### src/hdl/efwt_pkg.sv
// types, codes and sizes shared by the forwarding table files
package efwt_pkg;

	localparam int TABLE_DEPTH = 8;
	localparam int ADDR_W      = 16;
	localparam int HOP_W       = 8;
	localparam int CNT_W       = 4;
	localparam int APB_DW      = 32;
	localparam int APB_AW      = 3;

	localparam logic [CNT_W-1:0] CNT_MAX = {CNT_W{1'b1}};
	localparam logic [CNT_W-1:0] OCC_MAX =
		(TABLE_DEPTH > 15) ? CNT_MAX : CNT_W'(TABLE_DEPTH);

	localparam logic [APB_AW-1:0] ADDR_DEFAULT_HOP = APB_AW'(0);

	typedef enum logic {
		OP_INSERT = 1'b0,
		OP_LOOKUP = 1'b1
	} op_t;

	typedef enum logic [1:0] {
		ST_OK         = 2'd0,
		ST_FULL       = 2'd1,
		ST_MISALIGNED = 2'd2
	} status_t;

	// item travelling down the cell chain with its running result
	typedef struct packed {
		logic              valid;
		op_t               op;
		logic [ADDR_W-1:0] addr;
		logic [HOP_W-1:0]  hop;
		logic              picked;
		status_t           status;
		logic              found;
		logic [HOP_W-1:0]  hop_acc;
		logic [CNT_W-1:0]  count;
	} token_t;

endpackage

### src/hdl/efwt_cell.sv
// one table slot: holds an address and hop pair and updates the passing item
module efwt_cell (
	input  logic            clk,
	input  logic            arst_n,
	input  efwt_pkg::token_t tok_in,
	output efwt_pkg::token_t tok_out
);

	logic [efwt_pkg::ADDR_W-1:0] slot_address_q;
	logic [efwt_pkg::HOP_W-1:0]  slot_hop_q;
	efwt_pkg::token_t            tok_q;
	efwt_pkg::token_t            tok_c;
	logic                        wr_c;
	logic                        slot_free_c;
	logic                        slot_half_c;
	logic [efwt_pkg::HOP_W-1:0]  hop_after_c;

	always_comb begin
		slot_free_c = (slot_hop_q == '0) || (slot_address_q == '0);
		slot_half_c = (slot_hop_q == '0) != (slot_address_q == '0);
		tok_c       = tok_in;
		wr_c        = 1'b0;
		if (tok_in.valid) begin
			unique case (tok_in.op)
				efwt_pkg::OP_INSERT: begin
					// first free slot claims the insert
					if (!tok_in.picked && slot_free_c) begin
						tok_c.picked = 1'b1;
						if (slot_half_c) begin
							tok_c.status = efwt_pkg::ST_MISALIGNED;
						end else begin
							wr_c = 1'b1;
						end
					end
				end
				efwt_pkg::OP_LOOKUP: begin
					// later slots overwrite, so the last match wins
					if (slot_address_q == tok_in.addr) begin
						tok_c.found   = 1'b1;
						tok_c.hop_acc = slot_hop_q;
					end
				end
			endcase
		end
		hop_after_c = wr_c ? tok_in.hop : slot_hop_q;
		if (hop_after_c != '0 && tok_in.count != efwt_pkg::CNT_MAX) begin
			tok_c.count = tok_in.count + 1'b1;
		end
	end

	always_ff @(posedge clk or negedge arst_n) begin
		if (!arst_n) begin
			slot_address_q <= '0;
			slot_hop_q     <= '0;
			tok_q          <= '0;
		end else begin
			if (wr_c) begin
				slot_address_q <= tok_in.addr;
				slot_hop_q     <= tok_in.hop;
			end
			tok_q <= tok_c;
		end
	end

	assign tok_out = tok_q;

endmodule

### src/hdl/exact_match_forwarding_table_top.sv
// forwarding table top level: cell chain, result registers and apb register
// path: the item walks the cell chain one slot per cycle, then the pending and output result registers
// only one item is in the chain at a time; the next is taken once the result moves
//   to the output register, so a stalled result holds off the next item
// reset: arst_n (asynchronous, active low) clears every slot, the default hop
//   and all handshake state
module exact_match_forwarding_table_top (
	input  logic                          clk,
	input  logic                          arst_n,
	// input channel
	input  logic                          in_valid,
	output logic                          in_ready,
	input  logic                          operation,
	input  logic [efwt_pkg::ADDR_W-1:0]   dest_address,
	input  logic [efwt_pkg::HOP_W-1:0]    hop_in,
	// result channel
	output logic                          out_valid,
	input  logic                          out_ready,
	output logic [1:0]                    status,
	output logic [efwt_pkg::HOP_W-1:0]    hop_out,
	output logic [efwt_pkg::CNT_W-1:0]    occupied_count,
	// configuration port
	input  logic                          psel,
	input  logic                          penable,
	input  logic                          pwrite,
	input  logic [efwt_pkg::APB_AW-1:0]   paddr,
	input  logic [efwt_pkg::APB_DW-1:0]   pwdata,
	output logic [efwt_pkg::APB_DW-1:0]   prdata,
	output logic                          pready
);

	// chain taps: tok_c[0] is the entering item, tok_c[TABLE_DEPTH] leaves the last cell
	efwt_pkg::token_t tok_c [efwt_pkg::TABLE_DEPTH+1];

	logic                          busy_q;
	logic [efwt_pkg::HOP_W-1:0]    default_hop_q;

	// finished result parked until the output register is free
	logic                          pend_valid_q;
	efwt_pkg::status_t             pend_status_q;
	logic [efwt_pkg::HOP_W-1:0]    pend_hop_q;
	logic [efwt_pkg::CNT_W-1:0]    pend_count_q;

	logic                          out_valid_q;
	efwt_pkg::status_t             out_status_q;
	logic [efwt_pkg::HOP_W-1:0]    out_hop_q;
	logic [efwt_pkg::CNT_W-1:0]    out_count_q;

	logic                          accept_c;
	logic                          move_c;
	logic                          cfg_wr_c;
	efwt_pkg::token_t              last_c;
	efwt_pkg::status_t             fin_status_c;
	logic [efwt_pkg::HOP_W-1:0]    fin_hop_c;

	// only one item walks the chain at a time
	assign in_ready = !busy_q;
	assign accept_c = in_valid && in_ready;

	always_comb begin
		tok_c[0]         = '0;
		tok_c[0].valid   = accept_c;
		tok_c[0].op      = efwt_pkg::op_t'(operation);
		tok_c[0].addr    = dest_address;
		tok_c[0].hop     = hop_in;
		tok_c[0].status  = efwt_pkg::ST_OK;
	end

	for (genvar g = 0; g < efwt_pkg::TABLE_DEPTH; g++) begin : g_cell
		efwt_cell u_cell (
			.clk     (clk),
			.arst_n  (arst_n),
			.tok_in  (tok_c[g]),
			.tok_out (tok_c[g+1])
		);
	end

	// close out the item leaving the chain
	always_comb begin
		last_c       = tok_c[efwt_pkg::TABLE_DEPTH];
		fin_status_c = last_c.status;
		fin_hop_c    = '0;
		unique case (last_c.op)
			efwt_pkg::OP_INSERT: begin
				// no slot took the insert: every slot is fully set
				if (!last_c.picked) begin
					fin_status_c = efwt_pkg::ST_FULL;
				end
			end
			efwt_pkg::OP_LOOKUP: begin
				// default route on a miss
				fin_hop_c = last_c.found ? last_c.hop_acc : default_hop_q;
			end
		endcase
	end

	assign move_c = pend_valid_q && (!out_valid_q || out_ready);

	always_ff @(posedge clk or negedge arst_n) begin
		if (!arst_n) begin
			busy_q        <= 1'b0;
			pend_valid_q  <= 1'b0;
			out_valid_q   <= 1'b0;
		end else begin
			if (accept_c) begin
				busy_q <= 1'b1;
			end else if (move_c) begin
				busy_q <= 1'b0;
			end
			if (last_c.valid) begin
				pend_valid_q <= 1'b1;
			end else if (move_c) begin
				pend_valid_q <= 1'b0;
			end
			if (move_c) begin
				out_valid_q <= 1'b1;
			end else if (out_ready) begin
				out_valid_q <= 1'b0;
			end
		end
	end

	// result payload, no reset needed
	always_ff @(posedge clk) begin
		if (last_c.valid) begin
			pend_status_q <= fin_status_c;
			pend_hop_q    <= fin_hop_c;
			pend_count_q  <= last_c.count;
		end
		if (move_c) begin
			out_status_q <= pend_status_q;
			out_hop_q    <= pend_hop_q;
			out_count_q  <= pend_count_q;
		end
	end

	assign out_valid      = out_valid_q;
	assign status         = out_status_q;
	assign hop_out        = out_hop_q;
	assign occupied_count = out_count_q;

	// default route register, single entry at byte address zero
	assign pready   = 1'b1;
	assign cfg_wr_c = psel && penable && pwrite && pready && (paddr == efwt_pkg::ADDR_DEFAULT_HOP);

	always_ff @(posedge clk or negedge arst_n) begin
		if (!arst_n) begin
			default_hop_q <= '0;
		end else if (cfg_wr_c) begin
			default_hop_q <= pwdata[efwt_pkg::HOP_W-1:0];
		end
	end

	always_comb begin
		if (paddr == efwt_pkg::ADDR_DEFAULT_HOP) begin
			prdata = {{(efwt_pkg::APB_DW-efwt_pkg::HOP_W){1'b0}}, default_hop_q};
		end else begin
			prdata = '0;
		end
	end

endmodule

### config.mk
export PLATFORM = sky130hd
export DESIGN_NAME = exact_match_forwarding_table_top
export DESIGN_NICKNAME = d
export VERILOG_FILES = /design/src/hdl/efwt_pkg.sv /design/src/hdl/efwt_cell.sv /design/src/hdl/exact_match_forwarding_table_top.sv
export SDC_FILE = /design/constraint.sdc
export NUM_CORES = 1
export LEC_CHECK = 0
export ABC_AREA = 1
export BUFFER_PORTS_ARGS = -buffer_cell sky130_fd_sc_hd__buf_2
export CAP_MARGIN = 15
export CELL_PAD_IN_SITES_DETAIL_PLACEMENT = 0
export CELL_PAD_IN_SITES_GLOBAL_PLACEMENT = 1
export CORE_ASPECT_RATIO = 1.5
export CORE_UTILIZATION = 54
export CTS_BUF_LIST = sky130_fd_sc_hd__clkbuf_2
export CTS_CLUSTER_SIZE = 25
export DETAILED_ROUTE_END_ITERATION = 12
export HOLD_SLACK_MARGIN = 0.06
export PLACE_DENSITY_LB_ADDON = 0.1
export SLEW_MARGIN = 40
export SYNTH_ARGS = -nofsm -noshare
export SYNTH_HDL_FRONTEND = slang
export SYNTH_SLANG_ARGS = --single-unit
### constraint.sdc
create_clock -name clk -period 3.6 [get_ports clk]
set_clock_uncertainty 0.2 [all_clocks]
set_input_delay 0.54 -clock clk [delete_from_list [all_inputs] [get_ports clk]]
set_output_delay 0.54 -clock clk [all_outputs]
set_load 0.02 [all_outputs]
==> metrics.md <==
| Metric | Value |
|---|---|
| Status | finished clean |
| Fin crit share | 0.868 |
| Max Fclk | around 320 MHz |
| Worst path slowest cell | nor4_1 |
| Mapped Area | 21200 sq um |
| Max Cap Viol | 0 |
| RSZ-0062 raised after global routing | no |
| TritonCTS Buffers | 118 |
| Overflow after GRT | 0 |
| WP data arrival | 3.83 ns |
| I/O Buffers | 66 |
| Crit Path Class | flop to flop |
| Worst slew margin | 0.528 |
| WL final | between 40000 and 50000 um |
| CTS root buffer | clkbuf_2 |
| Post-CTS setup buffer count | 0 |
| Yosys warning count | 0 |
| DPL Wire Length | around 30000 um |
| Initial antenna violation count | 2 |
| Peak supply drop | 0.326 mV |
| Synth cell types | 43 |
| Post-cts sizing count | 0 |
| Sequential area share after synthesis | 0.631 |
| Largest net degree at the start of global routing | just under 90 |
| EDFF count, synth | 28 |
| First-pass GRT wire length | 72100 um |
| HP Class | flop to flop |
| Post-Place Cells | 2641 |
| Tmin final | about 3.1 ns |
| Die Height | roughly 240 um |
| Die width | between 150 and 200 um |
| DRC viols | 0 |
| CTS tree | done |
| Syn Area/Cell | approximately 10 sq um |
| Layout cells sized above 1 | 0.159 |
| Crit path depth | 11 |
| Reg clk slew, reported paths | ~0.10 ns |
| Number of H-tree levels | 3 |
| Setup TNS | 0 ns |
| Max incr delay on CP | around 0.65 ns |
| GPL Wtd Cong | 0.864 |
| Syn Inst Count | between 2000 and 2500 |
| Gr usage total | 0.232 |
| Setup-failing EPs final | 0 |
| CP Capture Type | flop |
| Fin. max-slew vios | 0 |
| Clk_lat worst skew | roughly 1.1 ns |
| Critical Path RT | around 4.3 ns |
| Yosys reg bits | between 500 and 600 |
| DR iter-0 viols | between 500 and 600 |
| DRT antenna net count | 0 |
| FP Rows | between 80 and 90 |
| Ys async rst share | 0.947 |
| Final Util | 0.625 |
| # fillers | 3283 |
| Vias per Instance | slightly below 5 |
| Clock Sinks | 529 |
| Final instance area | ~24000 sq um |
| Startpoint types | flop |
| Pwr dens | ~640 nW/um^2 |
| Synth-to-layout area growth | 13.6% |
| Most used DFF post-synth | dfrtp_1 |
| Worst hold stages | 0 |
| Die area | between 40000 and 50000 sq um |
| Avg WL per Cell | around 15 um |
| Vias in the first global route | roughly 15000 |
| Non-Filler Instances | 2945 |
| Starting Density | 0.550 |
| Buffers and inverters on the worst path | 0 |
| Delay-heaviest family, CP | simple AND/OR/NAND/NOR gates |
| Drt pass-1 iters | 5 |
| CTS max path bufs | 3 |
| Static Leakage | about 0.013 uW |
| Total Nets Final | approximately 2400 |
| Core area | around 39000 sq um |
| Area after DPL | roughly 22000 sq um |
| Top Ports | around 120 |
| Via count | ~14000 |
| Critical path's most frequent cell | nand2_1 |
| Crit path cell chain | nor4_1 -> nand4_1 -> ha_1 -> nor2_1 -> nand3b_4 -> o21ai_0 -> nand2_1 -> nor2_2 -> nand2_1 -> nand2_1 -> nand2_1 |
| Hold violation total from the final report | 0 |
| Tightest Pin Transition | ~0.7 ns |
| Final Power | approximately 16000 uW |
| Peak fanout along the critical path | 17 |
| Worst r2r path cells | 11 |
## per-layer routing
layer | GRT usage | vias up | part of all wire
met4 | 0.150 | 0 | 0.053
met5 | 0 | - | 0
met2 | 0.463 | 283 | 0.58
met3 | 0.0363 | 121 | 0.033
met1 | 0.207 | 6750 | 0.33
li1 | - | 7311 | -
## cells in the mapped netlist, drive strengths merged (3+ instances only)
library cell | n | area (sq um)
a21oi | 26 | 130
a31o | 7 | 61.3
buf | 41 | 307
clkbuf | 17 | 63.8
dfrtp | 501 | 12500
edfxtp | 28 | 841
ha | 16 | 200
inv | 316 | 1190
mux2 | 33 | 372
nand2 | 509 | 1940
nand3 | 51 | 330
nand4 | 97 | 607
nor2 | 125 | 597
nor3 | 20 | 143
nor4 | 43 | 269
o211ai | 3 | 22.5
o21ai | 180 | 923
o221ai | 3 | 26.3
o22ai | 20 | 125
or2 | 11 | 68.8
xnor2 | 17 | 149
xor2 | 22 | 193
## layout make-up
class                      instances  area (sq um)  area share
clock buffer                     173           866      0.0360
inverter                         316          1190      0.0493
clock inverter                    40           238     0.00988
tap                              495           619      0.0257
timing repair buffer             173          1440      0.0598
multi-input combinational       1217          6340       0.263
antenna                            2          5.00    0.000208
sequential                       529         13400       0.556
## where the power goes
part / total [uW] / switching [uW] / internal (uW) / leakage [uW]
combinational: 3560 / 2140 / 1420 / 0.00518
clock: 3710 / 2210 / 1500 / 0.000835
sequential: 8250 / 1030 / 7220 / 0.00653
total: 15500 / 5380 / 10100 / 0.0125
## cell families after synthesis
logic type / share of synthesized area
flip-flops: 0.631
other: 0.000354
buffers and inverters: 0.0735
multiplexers: 0.0175
XOR/XNOR: 0.0161
AO/OA/AOI/OAI: 0.0627
AND/OR/NAND/NOR: 0.189
adder cells (fa/ha/maj): 0.00945
## metrics by stage
step | setup slack (ns) | hold WS (ns)
finish | 0.474 | 0.139
global route | 0.293 | 0.162
CTS | 0.413 | 0.0600
detailed placement | 0.504 | 0.159
global placement | 0.542 | 0.161
floorplan | 1.14 | 0.0444
## repair_timing
item                                   CTS  global route
hold buffers                            89             0
endpoints found under the hold margin  588             0
setup endpoints to repair                0             0
## registers in the layout, indices dropped and copies added (netlist names), 4 cells and up
name,flops
g_cell.u_cell.tok_out,298
g_cell.u_cell.slot_address_q,128
g_cell.u_cell.slot_hop_q,64
default_hop_q,8
hop_out,8
pend_hop_q,8
occupied_count,4
pend_count_q,4
## placed cells by master (no fill, tap or decap), drive strengths merged, types with 7 or more instances in the layout
cell,synthesis,layout
clkbuf,17,173
clkinv,0,33
ha,16,16
nor4,43,43
nand3,51,51
nand4,97,97
a31o,7,7
nor3,20,20
xnor2,17,17
inv,316,319
or2,11,11
xor2,22,22
mux2,33,33
buf,41,85
nor2,125,125
o22ai,20,20
a21oi,26,26
dlygate4sd3,0,88
conb,2,25
nand2,509,509
dfrtp,501,501
edfxtp,28,28
o21ai,180,180
## path summary, 6_finish.rpt
check                                                   start                                  end  slack (ns)
max                        g_cell[2].u_cell.slot_address_q[1]          g_cell[2].u_cell.tok_out[1]        0.47
min                              g_cell[5].u_cell.tok_out[21]         g_cell[6].u_cell.tok_out[21]        0.14
max reg2reg                g_cell[2].u_cell.slot_address_q[1]          g_cell[2].u_cell.tok_out[1]        0.47
min reg2reg                      g_cell[5].u_cell.tok_out[21]         g_cell[6].u_cell.tok_out[21]        0.14
max in group asynchronous                              arst_n         g_cell[7].u_cell.tok_out[12]        2.12
min in group asynchronous                              arst_n  g_cell[6].u_cell.slot_address_q[10]        0.45
Power figures use the tool's default switching activity.
